<file path="src/design/ppj_pkg.sv">
// Shared types, widths and the division step helper function for the starfield point projector.
// No dependencies; every other design file imports this package.
package ppj_pkg;

  localparam int unsigned CoordW     = 12;
  localparam int unsigned ZW         = 10;
  localparam int unsigned FtW        = 9;
  localparam int unsigned ScaleW     = 16;
  localparam int unsigned ResW       = 11;
  localparam int unsigned AddrW      = 20;
  localparam int unsigned BrightW    = 6;
  localparam int unsigned CfgIdxW    = 2;
  localparam int unsigned CfgDataW   = 16;

  // Depth wraps modulo 512.
  localparam int unsigned DepthW     = 9;

  // Products and numerator of the projection.
  localparam int unsigned ProdW      = CoordW + ScaleW + 1;
  localparam int unsigned HalfW      = (ResW - 1) + DepthW;
  localparam int unsigned NumW       = 30;
  localparam int unsigned MagW       = 28;

  // Divider: magnitude over 256 divided by the depth.
  localparam int unsigned QuotW      = MagW - 8;
  localparam int unsigned RemW       = DepthW;
  localparam int unsigned StepsPerStage = 4;
  localparam int unsigned DivStages  = QuotW / StepsPerStage;

  localparam int unsigned MulW       = 2 * ResW;

  localparam logic [FtW-1:0]    FtReset    = FtW'(0);
  localparam logic [ScaleW-1:0] ScaleReset = ScaleW'(256);
  localparam logic [ResW-1:0]   XResReset  = ResW'(320);
  localparam logic [ResW-1:0]   YResReset  = ResW'(180);
  localparam logic [6:0]        FullBright = 7'd64;

  typedef enum logic [CfgIdxW-1:0] {
    CFG_FRAME_TIME  = 2'd0,
    CFG_PERSP_SCALE = 2'd1,
    CFG_X_RES       = 2'd2,
    CFG_Y_RES       = 2'd3
  } cfg_idx_t;

  typedef struct packed {
    logic [FtW-1:0]    frame_time;
    logic [ScaleW-1:0] persp_scale;
    logic [ResW-1:0]   x_res;
    logic [ResW-1:0]   y_res;
  } ppj_cfg_t;

  typedef struct packed {
    logic [RemW-1:0]  rem;
    logic [QuotW-1:0] word;
  } ppj_lane_t;

  typedef struct packed {
    logic [DepthW-1:0] depth;
    logic              neg_x;
    logic              neg_y;
    ppj_lane_t         lane_x;
    ppj_lane_t         lane_y;
  } ppj_div_t;

  // One restoring division step: the dividend bits leave the top of word
  // while the quotient bits enter at the bottom.
  function automatic ppj_lane_t ppj_div_step(ppj_lane_t l, logic [DepthW-1:0] d);
    logic [RemW:0] t;
    ppj_lane_t     o;
    t = {l.rem, l.word[QuotW-1]};
    if (t >= {1'b0, d}) begin
      o.rem  = RemW'(t - {1'b0, d});
      o.word = {l.word[QuotW-2:0], 1'b1};
    end else begin
      o.rem  = t[RemW-1:0];
      o.word = {l.word[QuotW-2:0], 1'b0};
    end
    return o;
  endfunction

endpackage

</file>
<file path="src/design/star_if.sv">
// Input channel carrying one star per item.
// Depends on ppj_pkg for field widths.
interface star_if;
  import ppj_pkg::*;

  logic                     valid;
  logic                     ready;
  logic signed [CoordW-1:0] star_x;
  logic signed [CoordW-1:0] star_y;
  logic [ZW-1:0]            star_z;

  modport source (output valid, star_x, star_y, star_z, input ready);
  modport sink (input valid, star_x, star_y, star_z, output ready);
endinterface

</file>
<file path="src/design/pixel_if.sv">
// Output channel carrying one framebuffer write request per item.
// Depends on ppj_pkg for field widths.
interface pixel_if;
  import ppj_pkg::*;

  logic               valid;
  logic               ready;
  logic               write_pixel;
  logic [AddrW-1:0]   pixel_address;
  logic [BrightW-1:0] brightness;

  modport source (output valid, write_pixel, pixel_address, brightness, input ready);
  modport sink (input valid, write_pixel, pixel_address, brightness, output ready);
endinterface

</file>
<file path="src/design/ppj_front.sv">
// Front of the projector pipeline: depth, products and numerator magnitude.
// Depends on ppj_pkg; feeds ppj_div.
module ppj_front (
  input  logic              clk,
  input  logic              rst,
  input  ppj_pkg::ppj_cfg_t cfg,
  input  logic              in_valid,
  output logic              in_ready,
  input  logic signed [ppj_pkg::CoordW-1:0] star_x,
  input  logic signed [ppj_pkg::CoordW-1:0] star_y,
  input  logic [ppj_pkg::ZW-1:0]            star_z,
  output logic              out_valid,
  input  logic              out_ready,
  output ppj_pkg::ppj_div_t out_data
);
  import ppj_pkg::*;

  logic                    valid_a;
  logic                    valid_b;
  logic                    ready_a;
  logic                    ready_b;
  logic [DepthW-1:0]       depth_a;
  logic signed [ProdW-1:0] prod_x;
  logic signed [ProdW-1:0] prod_y;
  logic [HalfW-1:0]        half_x;
  logic [HalfW-1:0]        half_y;
  logic [DepthW-1:0]       depth_next;
  logic signed [NumW-1:0]  num_x;
  logic signed [NumW-1:0]  num_y;
  logic [NumW-1:0]         mag_x;
  logic [NumW-1:0]         mag_y;
  ppj_div_t                data_b;
  ppj_div_t                data_b_next;

  assign ready_b   = !valid_b || out_ready;
  assign ready_a   = !valid_a || ready_b;
  assign in_ready  = ready_a;
  assign out_valid = valid_b;
  assign out_data  = data_b;

  // Depth is the low bits of the difference, so the wrap is free.
  assign depth_next = star_z[DepthW-1:0] - cfg.frame_time;

  always_ff @(posedge clk) begin
    if (rst) begin
      valid_a <= 1'b0;
      valid_b <= 1'b0;
    end else begin
      if (ready_a) begin
        valid_a <= in_valid;
      end
      if (ready_b) begin
        valid_b <= valid_a;
      end
    end
  end

  always_ff @(posedge clk) begin
    if (ready_a && in_valid) begin
      depth_a <= depth_next;
      prod_x  <= star_x * $signed({1'b0, cfg.persp_scale});
      prod_y  <= star_y * $signed({1'b0, cfg.persp_scale});
      half_x  <= HalfW'(cfg.x_res[ResW-1:1]) * HalfW'(depth_next);
      half_y  <= HalfW'(cfg.y_res[ResW-1:1]) * HalfW'(depth_next);
    end
    if (ready_b && valid_a) begin
      data_b <= data_b_next;
    end
  end

  always_comb begin
    num_x = $signed({3'b000, half_x, 8'h00}) + $signed({prod_x[ProdW-1], prod_x});
    num_y = $signed({3'b000, half_y, 8'h00}) + $signed({prod_y[ProdW-1], prod_y});
    mag_x = num_x[NumW-1] ? NumW'(-num_x) : NumW'(num_x);
    mag_y = num_y[NumW-1] ? NumW'(-num_y) : NumW'(num_y);
    data_b_next.depth       = depth_a;
    data_b_next.neg_x       = num_x[NumW-1];
    data_b_next.neg_y       = num_y[NumW-1];
    // Dividing by 256*d is the same as dropping eight bits and dividing by d.
    data_b_next.lane_x.rem  = '0;
    data_b_next.lane_x.word = mag_x[MagW-1:8];
    data_b_next.lane_y.rem  = '0;
    data_b_next.lane_y.word = mag_y[MagW-1:8];
  end

endmodule

</file>
<file path="src/design/ppj_div.sv">
// Pipelined restoring divider for both axes, a few quotient bits per stage.
// Depends on ppj_pkg for the lane types and the step function.
module ppj_div (
  input  logic              clk,
  input  logic              rst,
  input  logic              in_valid,
  output logic              in_ready,
  input  ppj_pkg::ppj_div_t in_data,
  output logic              out_valid,
  input  logic              out_ready,
  output ppj_pkg::ppj_div_t out_data
);
  import ppj_pkg::*;

  logic     valid [DivStages];
  logic     rdy [DivStages];
  logic     prev_valid [DivStages];
  ppj_div_t data [DivStages];
  ppj_div_t stage_out [DivStages];

  assign in_ready  = rdy[0];
  assign out_valid = valid[DivStages-1];
  assign out_data  = data[DivStages-1];

  always_comb begin
    ppj_div_t tmp;
    for (int s = 0; s < DivStages; s++) begin
      tmp = (s == 0) ? in_data : data[(s == 0) ? 0 : s - 1];
      for (int k = 0; k < StepsPerStage; k++) begin
        tmp.lane_x = ppj_div_step(tmp.lane_x, tmp.depth);
        tmp.lane_y = ppj_div_step(tmp.lane_y, tmp.depth);
      end
      stage_out[s] = tmp;
    end
  end

  always_comb begin
    rdy[DivStages-1] = !valid[DivStages-1] || out_ready;
    for (int s = DivStages - 2; s >= 0; s--) begin
      rdy[s] = !valid[s] || rdy[s+1];
    end
    prev_valid[0] = in_valid;
    for (int s = 1; s < DivStages; s++) begin
      prev_valid[s] = valid[s-1];
    end
  end

  always_ff @(posedge clk) begin
    if (rst) begin
      for (int s = 0; s < DivStages; s++) begin
        valid[s] <= 1'b0;
      end
    end else begin
      for (int s = 0; s < DivStages; s++) begin
        if (rdy[s]) begin
          valid[s] <= prev_valid[s];
        end
      end
    end
  end

  always_ff @(posedge clk) begin
    for (int s = 0; s < DivStages; s++) begin
      if (rdy[s] && prev_valid[s]) begin
        data[s] <= stage_out[s];
      end
    end
  end

endmodule

</file>
<file path="src/design/ppj_back.sv">
// Back of the projector pipeline: screen test, address and brightness.
// Depends on ppj_pkg; takes quotients from ppj_div, drives the output channel.
module ppj_back (
  input  logic              clk,
  input  logic              rst,
  input  ppj_pkg::ppj_cfg_t cfg,
  input  logic              in_valid,
  output logic              in_ready,
  input  ppj_pkg::ppj_div_t in_data,
  pixel_if.source           pixel
);
  import ppj_pkg::*;

  logic               valid_c;
  logic               valid_d;
  logic               ready_c;
  logic               ready_d;
  logic               write_c;
  logic [MulW-1:0]    row_c;
  logic [ResW-1:0]    col_c;
  logic [BrightW-1:0] bright_c;
  logic               on_x;
  logic               on_y;
  logic [6:0]         up;
  logic               write_d;
  logic [AddrW-1:0]   addr_d;
  logic [BrightW-1:0] bright_d;

  assign ready_d  = !valid_d || pixel.ready;
  assign ready_c  = !valid_c || ready_d;
  assign in_ready = ready_c;

  assign pixel.valid         = valid_d;
  assign pixel.write_pixel   = write_d;
  assign pixel.pixel_address = addr_d;
  assign pixel.brightness    = bright_d;

  // A negative quotient is off screen unless it truncated to zero.
  assign on_x = (!in_data.neg_x || (in_data.lane_x.word == '0))
             && (in_data.lane_x.word < QuotW'(cfg.x_res));
  assign on_y = (!in_data.neg_y || (in_data.lane_y.word == '0))
             && (in_data.lane_y.word < QuotW'(cfg.y_res));
  assign up   = 7'(({1'b0, in_data.depth} + 10'd7) >> 3);

  always_ff @(posedge clk) begin
    if (rst) begin
      valid_c <= 1'b0;
      valid_d <= 1'b0;
    end else begin
      if (ready_c) begin
        valid_c <= in_valid;
      end
      if (ready_d) begin
        valid_d <= valid_c;
      end
    end
  end

  always_ff @(posedge clk) begin
    if (ready_c && in_valid) begin
      write_c  <= (in_data.depth != '0) && on_x && on_y;
      row_c    <= in_data.lane_y.word[ResW-1:0] * cfg.x_res;
      col_c    <= in_data.lane_x.word[ResW-1:0];
      bright_c <= BrightW'(FullBright - up);
    end
    if (ready_d && valid_c) begin
      write_d  <= write_c;
      addr_d   <= write_c ? AddrW'(row_c + MulW'(col_c)) : '0;
      bright_d <= write_c ? bright_c : '0;
    end
  end

endmodule

</file>
<file path="src/design/starfield_point_projector.sv">
// Top level of the starfield point projector: configuration registers and
// the pipeline. Depends on ppj_pkg, star_if, pixel_if, ppj_front, ppj_div, ppj_back.
//
//   channel  | direction | payload
//   ---------+-----------+--------------------------------------------
//   star     | in        | star_x, star_y, star_z
//   pixel    | out       | write_pixel, pixel_address, brightness
//   cfg      | in        | cfg_write, cfg_index, cfg_data (write only)
//
// One item enters per cycle unless the output stalls; it passes through two front
// stages, five divider stages of four quotient bits each, and two back stages.
// Every stage holds its own valid bit and advances when the stage after it is
// empty or moving, so a stall on the output fills bubbles before it stops input.
// Reset clears the valid bits and loads the register defaults.
module starfield_point_projector (
  input  logic                          clk,
  input  logic                          rst,
  input  logic                          cfg_write,
  input  logic [ppj_pkg::CfgIdxW-1:0]   cfg_index,
  input  logic [ppj_pkg::CfgDataW-1:0]  cfg_data,
  star_if.sink                          star,
  pixel_if.source                       pixel
);
  import ppj_pkg::*;

  ppj_cfg_t cfg;
  logic     front_valid;
  logic     front_ready;
  ppj_div_t front_data;
  logic     div_valid;
  logic     div_ready;
  ppj_div_t div_data;

  always_ff @(posedge clk) begin
    if (rst) begin
      cfg.frame_time  <= FtReset;
      cfg.persp_scale <= ScaleReset;
      cfg.x_res       <= XResReset;
      cfg.y_res       <= YResReset;
    end else if (cfg_write) begin
      unique case (cfg_idx_t'(cfg_index))
        CFG_FRAME_TIME:  cfg.frame_time  <= cfg_data[FtW-1:0];
        CFG_PERSP_SCALE: cfg.persp_scale <= cfg_data[ScaleW-1:0];
        CFG_X_RES:       cfg.x_res       <= cfg_data[ResW-1:0];
        CFG_Y_RES:       cfg.y_res       <= cfg_data[ResW-1:0];
      endcase
    end
  end

  ppj_front u_front (
    .clk       (clk),
    .rst       (rst),
    .cfg       (cfg),
    .in_valid  (star.valid),
    .in_ready  (star.ready),
    .star_x    (star.star_x),
    .star_y    (star.star_y),
    .star_z    (star.star_z),
    .out_valid (front_valid),
    .out_ready (front_ready),
    .out_data  (front_data)
  );

  ppj_div u_div (
    .clk       (clk),
    .rst       (rst),
    .in_valid  (front_valid),
    .in_ready  (front_ready),
    .in_data   (front_data),
    .out_valid (div_valid),
    .out_ready (div_ready),
    .out_data  (div_data)
  );

  ppj_back u_back (
    .clk      (clk),
    .rst      (rst),
    .cfg      (cfg),
    .in_valid (div_valid),
    .in_ready (div_ready),
    .in_data  (div_data),
    .pixel    (pixel)
  );

endmodule

</file>
<file path="src/flat_wrapper.sv">
// flat-port wrapper written by rule: the top's interface ports become plain ports
module starfield_point_projector_flat import ppj_pkg::*;
  (clk, rst, cfg_write, cfg_index, cfg_data, star_valid, star_star_x, star_star_y, star_star_z, star_ready, pixel_valid, pixel_write_pixel, pixel_pixel_address, pixel_brightness, pixel_ready);
  star_if star_i ();
  pixel_if pixel_i ();
  input  logic clk;
  input  logic rst;
  input  logic cfg_write;
  input  logic [ppj_pkg::CfgIdxW-1:0] cfg_index;
  input  logic [ppj_pkg::CfgDataW-1:0] cfg_data;
  input wire logic [$bits(star_i.valid)-1:0] star_valid;
  input wire logic [$bits(star_i.star_x)-1:0] star_star_x;
  input wire logic [$bits(star_i.star_y)-1:0] star_star_y;
  input wire logic [$bits(star_i.star_z)-1:0] star_star_z;
  output wire logic [$bits(star_i.ready)-1:0] star_ready;
  output wire logic [$bits(pixel_i.valid)-1:0] pixel_valid;
  output wire logic [$bits(pixel_i.write_pixel)-1:0] pixel_write_pixel;
  output wire logic [$bits(pixel_i.pixel_address)-1:0] pixel_pixel_address;
  output wire logic [$bits(pixel_i.brightness)-1:0] pixel_brightness;
  input wire logic [$bits(pixel_i.ready)-1:0] pixel_ready;
  assign star_i.valid = star_valid;
  assign star_i.star_x = star_star_x;
  assign star_i.star_y = star_star_y;
  assign star_i.star_z = star_star_z;
  assign star_ready = star_i.ready;
  assign pixel_valid = pixel_i.valid;
  assign pixel_write_pixel = pixel_i.write_pixel;
  assign pixel_pixel_address = pixel_i.pixel_address;
  assign pixel_brightness = pixel_i.brightness;
  assign pixel_i.ready = pixel_ready;
  starfield_point_projector u_core (.clk(clk), .rst(rst), .cfg_write(cfg_write), .cfg_index(cfg_index), .cfg_data(cfg_data), .star(star_i), .pixel(pixel_i));
endmodule
</file>
<file path="config.mk">
export PLATFORM = sky130hd
export DESIGN_NAME = starfield_point_projector_flat
export DESIGN_NICKNAME = d
export VERILOG_FILES = /design/src/design/ppj_pkg.sv /design/src/design/star_if.sv /design/src/design/pixel_if.sv /design/src/design/ppj_front.sv /design/src/design/ppj_div.sv /design/src/design/ppj_back.sv /design/src/design/starfield_point_projector.sv /design/src/flat_wrapper.sv
export SDC_FILE = /design/constraint.sdc
export NUM_CORES = 2
export LEC_CHECK = 0
export ABC_AREA = 1
export BUFFER_PORTS_ARGS = -buffer_cell sky130_fd_sc_hd__buf_4
export CAP_MARGIN = 20
export CORE_ASPECT_RATIO = 1.75
export CORE_MARGIN = 3
export CORE_UTILIZATION = 50
export CTS_BUF_LIST = sky130_fd_sc_hd__clkbuf_8 sky130_fd_sc_hd__clkbuf_16
export DETAILED_ROUTE_END_ITERATION = 10
export GPL_ROUTABILITY_DRIVEN = 0
export GPL_TIMING_DRIVEN = 0
export PLACE_DENSITY = 0.72
export REMOVE_ABC_BUFFERS = 1
export SETUP_SLACK_MARGIN = 0.5
export SYNTH_ARGS = -nofsm -noshare
export SYNTH_HDL_FRONTEND = slang
export SYNTH_SLANG_ARGS = --single-unit
export TNS_END_PERCENT = 10
</file>
<file path="constraint.sdc">
create_clock -name clk -period 9.1 [get_ports clk]
set_clock_uncertainty 0.2 [all_clocks]
set_input_delay 1.365 -clock clk [delete_from_list [all_inputs] [get_ports clk]]
set_output_delay 1.365 -clock clk [all_outputs]
set_load 0.02 [all_outputs]
</file>
# ---- Yosys cells after proc, flatten, opt, wreduce, memory -nomap -nowiden
# Memory sizes are Yosys's and may differ from the RTL's.
# Index checks and enable logic that the tools add are counted.
dict set report word_totals {
  wordCells 247
  memories 2
  rom_bits 0
  latch_bits 0
  reg_bits 272
  mem_bits_rw 350
}
dict set report classes {
  div 0
  n_mul 5
  bitwise 5
  n_reduce_logical 43
  shifts 0
  n_mux 74
  magnitude_cmp 42
  addsub 48
  eq_ne 3
}
# name words width read_ports rd_ports_with_merged_regs wr line_no
set memory_table {}
lappend memory_table {u_core.u_div.data 5 69 5 0 5 ppj_div.sv:18} ;# ppj_div_t data [DivStages];
lappend memory_table {u_core.u_div.valid 5 1 5 0 5 ppj_div.sv:15} ;# logic valid [DivStages];
# operator count
set op_table {}
lappend op_table {{29-bit two-way mux} 40}
lappend op_table {{10-bit by 9-bit >= comparator with 1-bit output} 38}
lappend op_table {{9-bit subtractor} 39}
lappend op_table {{28-bit by 29-bit adder with 30-bit output} 2}
lappend op_table {{12-bit by 17-bit multiplier with 29-bit output} 2}
lappend op_table {{28-bit two-way mux} 2}
lappend op_table {{28-bit negator} 2}
lappend op_table {{20-bit zero test} 2}
lappend op_table {{20-bit by 11-bit less-than comparator with 1-bit output} 2}
lappend op_table {{10-bit by 9-bit multiplier with 19-bit output} 2}
lappend op_table {{1-bit two-way mux} 32}
lappend op_table {{20-bit by 11-bit adder with 20-bit output} 1}
lappend op_table {{11-bit by 11-bit multiplier with 20-bit output} 1}
lappend op_table {{1-bit by 9-bit >= comparator with 1-bit output} 2}
lappend op_table {{1-bit by 9-bit subtractor with 9-bit output} 2}
lappend op_table {{1-bit logical AND} 13}
lappend op_table {{1-bit zero test} 11}
lappend op_table {{1-bit logical OR} 11}
lappend op_table {{9-bit by 3-bit adder with 9-bit output (second input constant)} 1}
lappend op_table {{9-bit nonzero test} 1}
lappend op_table {{2-bit AND reduction} 4}
lappend op_table {{1-bit by 6-bit subtractor with 6-bit output (first input constant)} 1}
lappend op_table {{1-bit bitwise OR} 5}
lappend op_table {{2-bit equality test (second input constant)} 2}
lappend op_table {{other kinds (2)} 2}

# ---- Depth between registers and ports, before layout
dict set report logic_depth {
  word_depth 12
  mapped_depth 49
  mapped_depth_nobuf 47
}

# ---- Cells and area by module
# A second synthesis with hierarchy kept.
dict set report unflattened {
  cells_unflattened 8773
  hier_area_um2 69474.1
}
# module area_each_um2 seq_area_each_um2 cells_per_inst n_inst
set by_module_without_submodules {}
lappend by_module_without_submodules {ppj_div 31594.1 10510.1 3932 1}
lappend by_module_without_submodules {ppj_front 27740.4 4724.5 3474 1}
lappend by_module_without_submodules {ppj_back 8200.4 1991.9 1074 1}
lappend by_module_without_submodules {starfield_point_projector 1939.4 940.9 293 1}

# ---- Least setup slack after synthesis
# No wires, ideal clock.
dict set report synth_path {
  path_type {in2reg}
  startpoint {input port pixel_ready}
  endpoint {register u_core.u_front.depth_a[0] (enable)}
  arrival_ns 7.094
  path_buffers 0
  path_stages 12
  slack_ns 1.203
  cell_sequence {nor2_1 > inv_1 > nor2_1 > inv_1 > nor2_1 > inv_1 > nor3_1 > nand2_1 > nor2_1 > inv_1 > nor2_1 > a21oi_1}
}
dict set report synth_between {
  elab_chain_len 10
}
# element line_no
set synth_rtl {}
lappend synth_rtl {{start, declared} flat_wrapper.sv:20} ;# input wire logic [$bits(pixel_i.ready)-1:0] pixel_ready;
lappend synth_rtl {{1-bit logical OR} ppj_back.sv:29} ;# assign ready_d = !valid_d || pixel.ready;
lappend synth_rtl {{1-bit logical OR} ppj_back.sv:30} ;# assign ready_c = !valid_c || ready_d;
lappend synth_rtl {{1-bit logical OR} ppj_div.sv:38} ;# rdy[DivStages-1] = !valid[DivStages-1] || out_ready;
lappend synth_rtl {{1-bit logical OR (4 in a row)} ppj_div.sv:40} ;# rdy[s] = !valid[s] || rdy[s+1];
lappend synth_rtl {{1-bit logical OR} ppj_front.sv:35} ;# assign ready_b = !valid_b || out_ready;
lappend synth_rtl {{1-bit logical OR} ppj_front.sv:36} ;# assign ready_a = !valid_a || ready_b;
lappend synth_rtl {{1-bit logical AND} ppj_front.sv:59} ;# if (ready_a && in_valid) begin
lappend synth_rtl {{end signal, assigned} ppj_front.sv:60} ;# depth_a <= depth_next;
lappend synth_rtl {{end, declared} ppj_front.sv:22} ;# logic [DepthW-1:0] depth_a;
# No other way between the ends.
# A chain may end at the register's enable or synchronous reset.

==> metrics.md <==
| Metric | Value |
|---|---|
| Outcome | finished, final reports clean |
| Top cell type's share of synthesized area | 26.0% |
| Final setup vio count | 0 |
| R2r endpoint | u_core.u_div.data[0][276] |
| Buf+Inv Stages, Crit Path | 5 |
| Crit Path Class | flip-flop to flip-flop |
| WHS | 0.192 ns |
| Share of cells above drive strength 1 | 4.69% |
| Final WS setup | 0.709 ns |
| Yosys cell types | 56 |
| Site row count | 172 |
| Cell area after layout | 68800 um^2 |
| Drt pass-1 iters | 6 |
| Static leakage | 34.9 nW |
| Placed cell areas | 66100 um^2 |
| Final WL | 167000 um |
| Mapped Cells | 7756 |
| Clock tree from TritonCTS | built |
| CP most frequent cell | a21oi_1 |
| Synth-to-Final Area Change | 7.78% |
| Cell Area, Synth | 63800 um^2 |
| Most frequent cells in the layout | nand2_1 (2025), inv_1 (1420), ha_1 (721) |
| Via count | 52100 |
| Hold Path Class | flip-flop to flip-flop |
| Max VDD drop | 0.202 mV |
| Number of cells on the critical path | 40 |
| Syn_area_per_cell | 8.23 um^2 |
| CTS Hold Buffers Added | 0 |
| Worst flop-to-flop path startpoint | u_core.u_div.data[0][268] |
| Worst-Margin Slew | 1.22 ns |
| WP data arrival | 8.63 ns |
| Area leader, netlist | edfxtp_1 |
| Clock-pin slew on the worst setup and hold paths | 0.07 ns |
| CTS root buffer | clkbuf_16 |
| FMAX | 0.119 GHz |
| Io pins | 86 |
| Wire length of the first global-routing pass | 266000 um |
| CP Launch Point | u_core.u_div.data[0][268] |
| Nets | 9088 |
| Initial antenna violation count | 6 |
| Hold Fails Final Rpt | 0 |
| Synth Register Bits | 604 |
| Crit Path Max Fanout | 16 |
| Tcrit/Tclk final | 92.2% |
| Hpwl dp | 133000 um |
| Max-slew violation count | 0 |
| Worst setup endpoint | u_core.u_div.data[0][276] |
| DRC viols | 0 |
| FF-to-FF path depth | 40 |
| Slowest stage cell, crit path | edfxtp_1 |
| RSZ-0062 raised after global routing | true |
| Largest cells by area after synthesis | edfxtp_1 (26%), fa_1 (16%), ha_1 (14%) |
| Maximum root-to-sink buffer count | 3 |
| Initial DRC Count | 3355 |
| Worst-Skew Late Latency | 0.70 ns |
| Vias in the first global route | 53400 |
| Die extent in y | 479 um |
| Number of warnings issued by yosys | 0 |
| Final core utilization | 54.5% |
| Crit end category | flip-flop |
| Initial Util | 50.6% |
| Via density | 5.48 |
| Overflow after GRT | 0 |
| Fraction of registers with async set/reset | 0% |
| # port buffers | 84 |
| Worst slack, placed | -0.783 ns |
| Area of the die | 132000 um^2 |
| Die W | 276 um |
| R2R Setup Slk | 0.71 ns |
| Cts bufs inserted | 59 |
| Minimum clock period | 8.39 ns |
| Ys flop type | edfxtp_1 |
| CP Launch Type | flip-flop |
| Maxcap violations | 0 |
| Setup TNS | 0 ns |
| Top delay family on crit path | compound AO/OA/AOI/OAI gates |
| Number of flops mapped to enable cells by yosys | 553 |
| Rel. slew slack | 18.5% |
| Detail Route Antenna Nets | 0 |
| H-tree Lvls | 2 |
| GRT Util Overall | 25.0% |
| Core Box Area | 126000 um^2 |
| Critical Path RT | 9.34 ns |
| Share of the yosys chip area belonging to registers | 27.6% |
| Leading cell type in the layout, fill and taps excluded | nand2_1 |
| PwrDens | 259 nW/um^2 |
| Routed len/inst | 17.5 um |
| Largest net degree at the start of global routing | 70 |
| Slowest cell delay on critical path | 0.58 ns |
| Clock sinks | 604 |
-- stage by stage --
stage / instances / total power, mW
floorplan: 7584 / 12.3
global placement: 9321 / 14.7
detailed placement: 9335 / 15.0
CTS: 9455 / 17.7
global route: 9499 / 19.4
finish: 9504 / 17.8
-- cell families after synthesis --
group | count (synthesis) | synth area share [%]
AND/OR/NAND/NOR | 2992 | 19.4
buffers and inverters | 1610 | 9.56
adder cells (fa/ha/maj) | 1236 | 30.3
AO/OA/AOI/OAI | 956 | 8.26
flip-flops | 604 | 27.6
XOR/XNOR | 358 | 4.91
-- state kept, by name (all words and copies together), names as in the netlist --
| register | flops |
|---|---|
| u_core.u_div.data | 327 |
| u_core.u_front.out_data | 51 |
| u_core.cfg | 47 |
| u_core.u_front.prod_x | 29 |
| u_core.u_front.prod_y | 29 |
| u_core.u_back.pixel.pixel_address | 20 |
| u_core.u_back.row_c | 20 |
| u_core.u_front.half_x | 19 |
| u_core.u_front.half_y | 19 |
| u_core.u_back.col_c | 11 |
| u_core.u_front.depth_a | 9 |
| u_core.u_back.bright_c | 6 |
| u_core.u_back.pixel.brightness | 6 |
| u_core.u_div.valid | 5 |
| u_core.u_back.pixel.valid | 1 |
| u_core.u_back.pixel.write_pixel | 1 |
| u_core.u_back.valid_c | 1 |
| u_core.u_back.write_c | 1 |
| u_core.u_front.out_valid | 1 |
| u_core.u_front.valid_a | 1 |
-- report_power, final --
part	internal, mW	switching [mW]	total (mW)
logic	4.04	7.18	11.2
clock network	1.34	1.20	2.53
registers	3.86	0.208	4.07
-- worst min-delay path by stage --
| stage | start | endpoint | slack [ns] | cells after the start |
|---|---|---|---|---|
| 4_1_cts | u_core.u_div.data[0][168] | u_core.u_div.data[0][241] | 0.20 | 0 |
| 6_report | u_core.u_div.data[0][168] | u_core.u_div.data[0][241] | 0.19 | 0 |
| 3_5_place_dp | u_core.u_div.data[0][33] | u_core.u_div.data[0][106] | 0.20 | 0 |
| 2_1_floorplan | u_core.u_div.data[0][29] | u_core.u_div.data[0][102] | 0.20 | 0 |
| 3_3_place_gp | u_core.u_front.depth_a[5] | u_core.u_front.out_data[65] | 0.20 | 0 |
| 5_1_grt | u_core.u_div.data[0][168] | u_core.u_div.data[0][241] | 0.21 | 0 |
-- layout make-up --
class / count / area, um^2
clock buffer: 62 / 1520
inverter: 1438 / 5450
multi-input combinational: 5542 / 40300
clock inverter: 49 / 488
sequential: 604 / 17600
timing repair buffer: 150 / 1340
tap: 1653 / 2070
fill: 11500 / 57300
antenna: 6 / 15.0
-- cell usage after synthesis, types with 10 or more instances --
master	count
nand2_1	2026
inv_1	1430
ha_1	721
edfxtp_1	553
fa_1	515
a21oi_1	437
nor2_1	396
nand3_1	327
o21ai_0	312
xor2_1	227
clkbuf_1	138
xnor2_1	131
nand4_1	75
dfxtp_1	51
nor3_1	50
a31oi_1	35
a21o_1	33
nand3b_1	32
o21bai_1	29
buf_2	26
o21ai_1	21
o211ai_1	20
nor4_1	18
o21a_1	18
or2_2	15
a21boi_0	12
nor2_2	11
a31o_2	10
nand2_2	10
nand3_2	10
-- metal layers --
layer	wire [um]	global-route usage, %	up-vias
li1	-	-	24900
met1	56900	24.9	24800
met2	86300	46.5	1647
met3	7980	2.98	736
met4	15400	19.8	0
met5	0	0	-
-- what timing repair did --
action | in CTS | in global routing
pin swaps | 0 | 2
endpoints found under the setup margin | 62 | 71
setup buffers | 9 | 40
resized for setup | 16 | 45
Power figures use the tool's default switching activity.
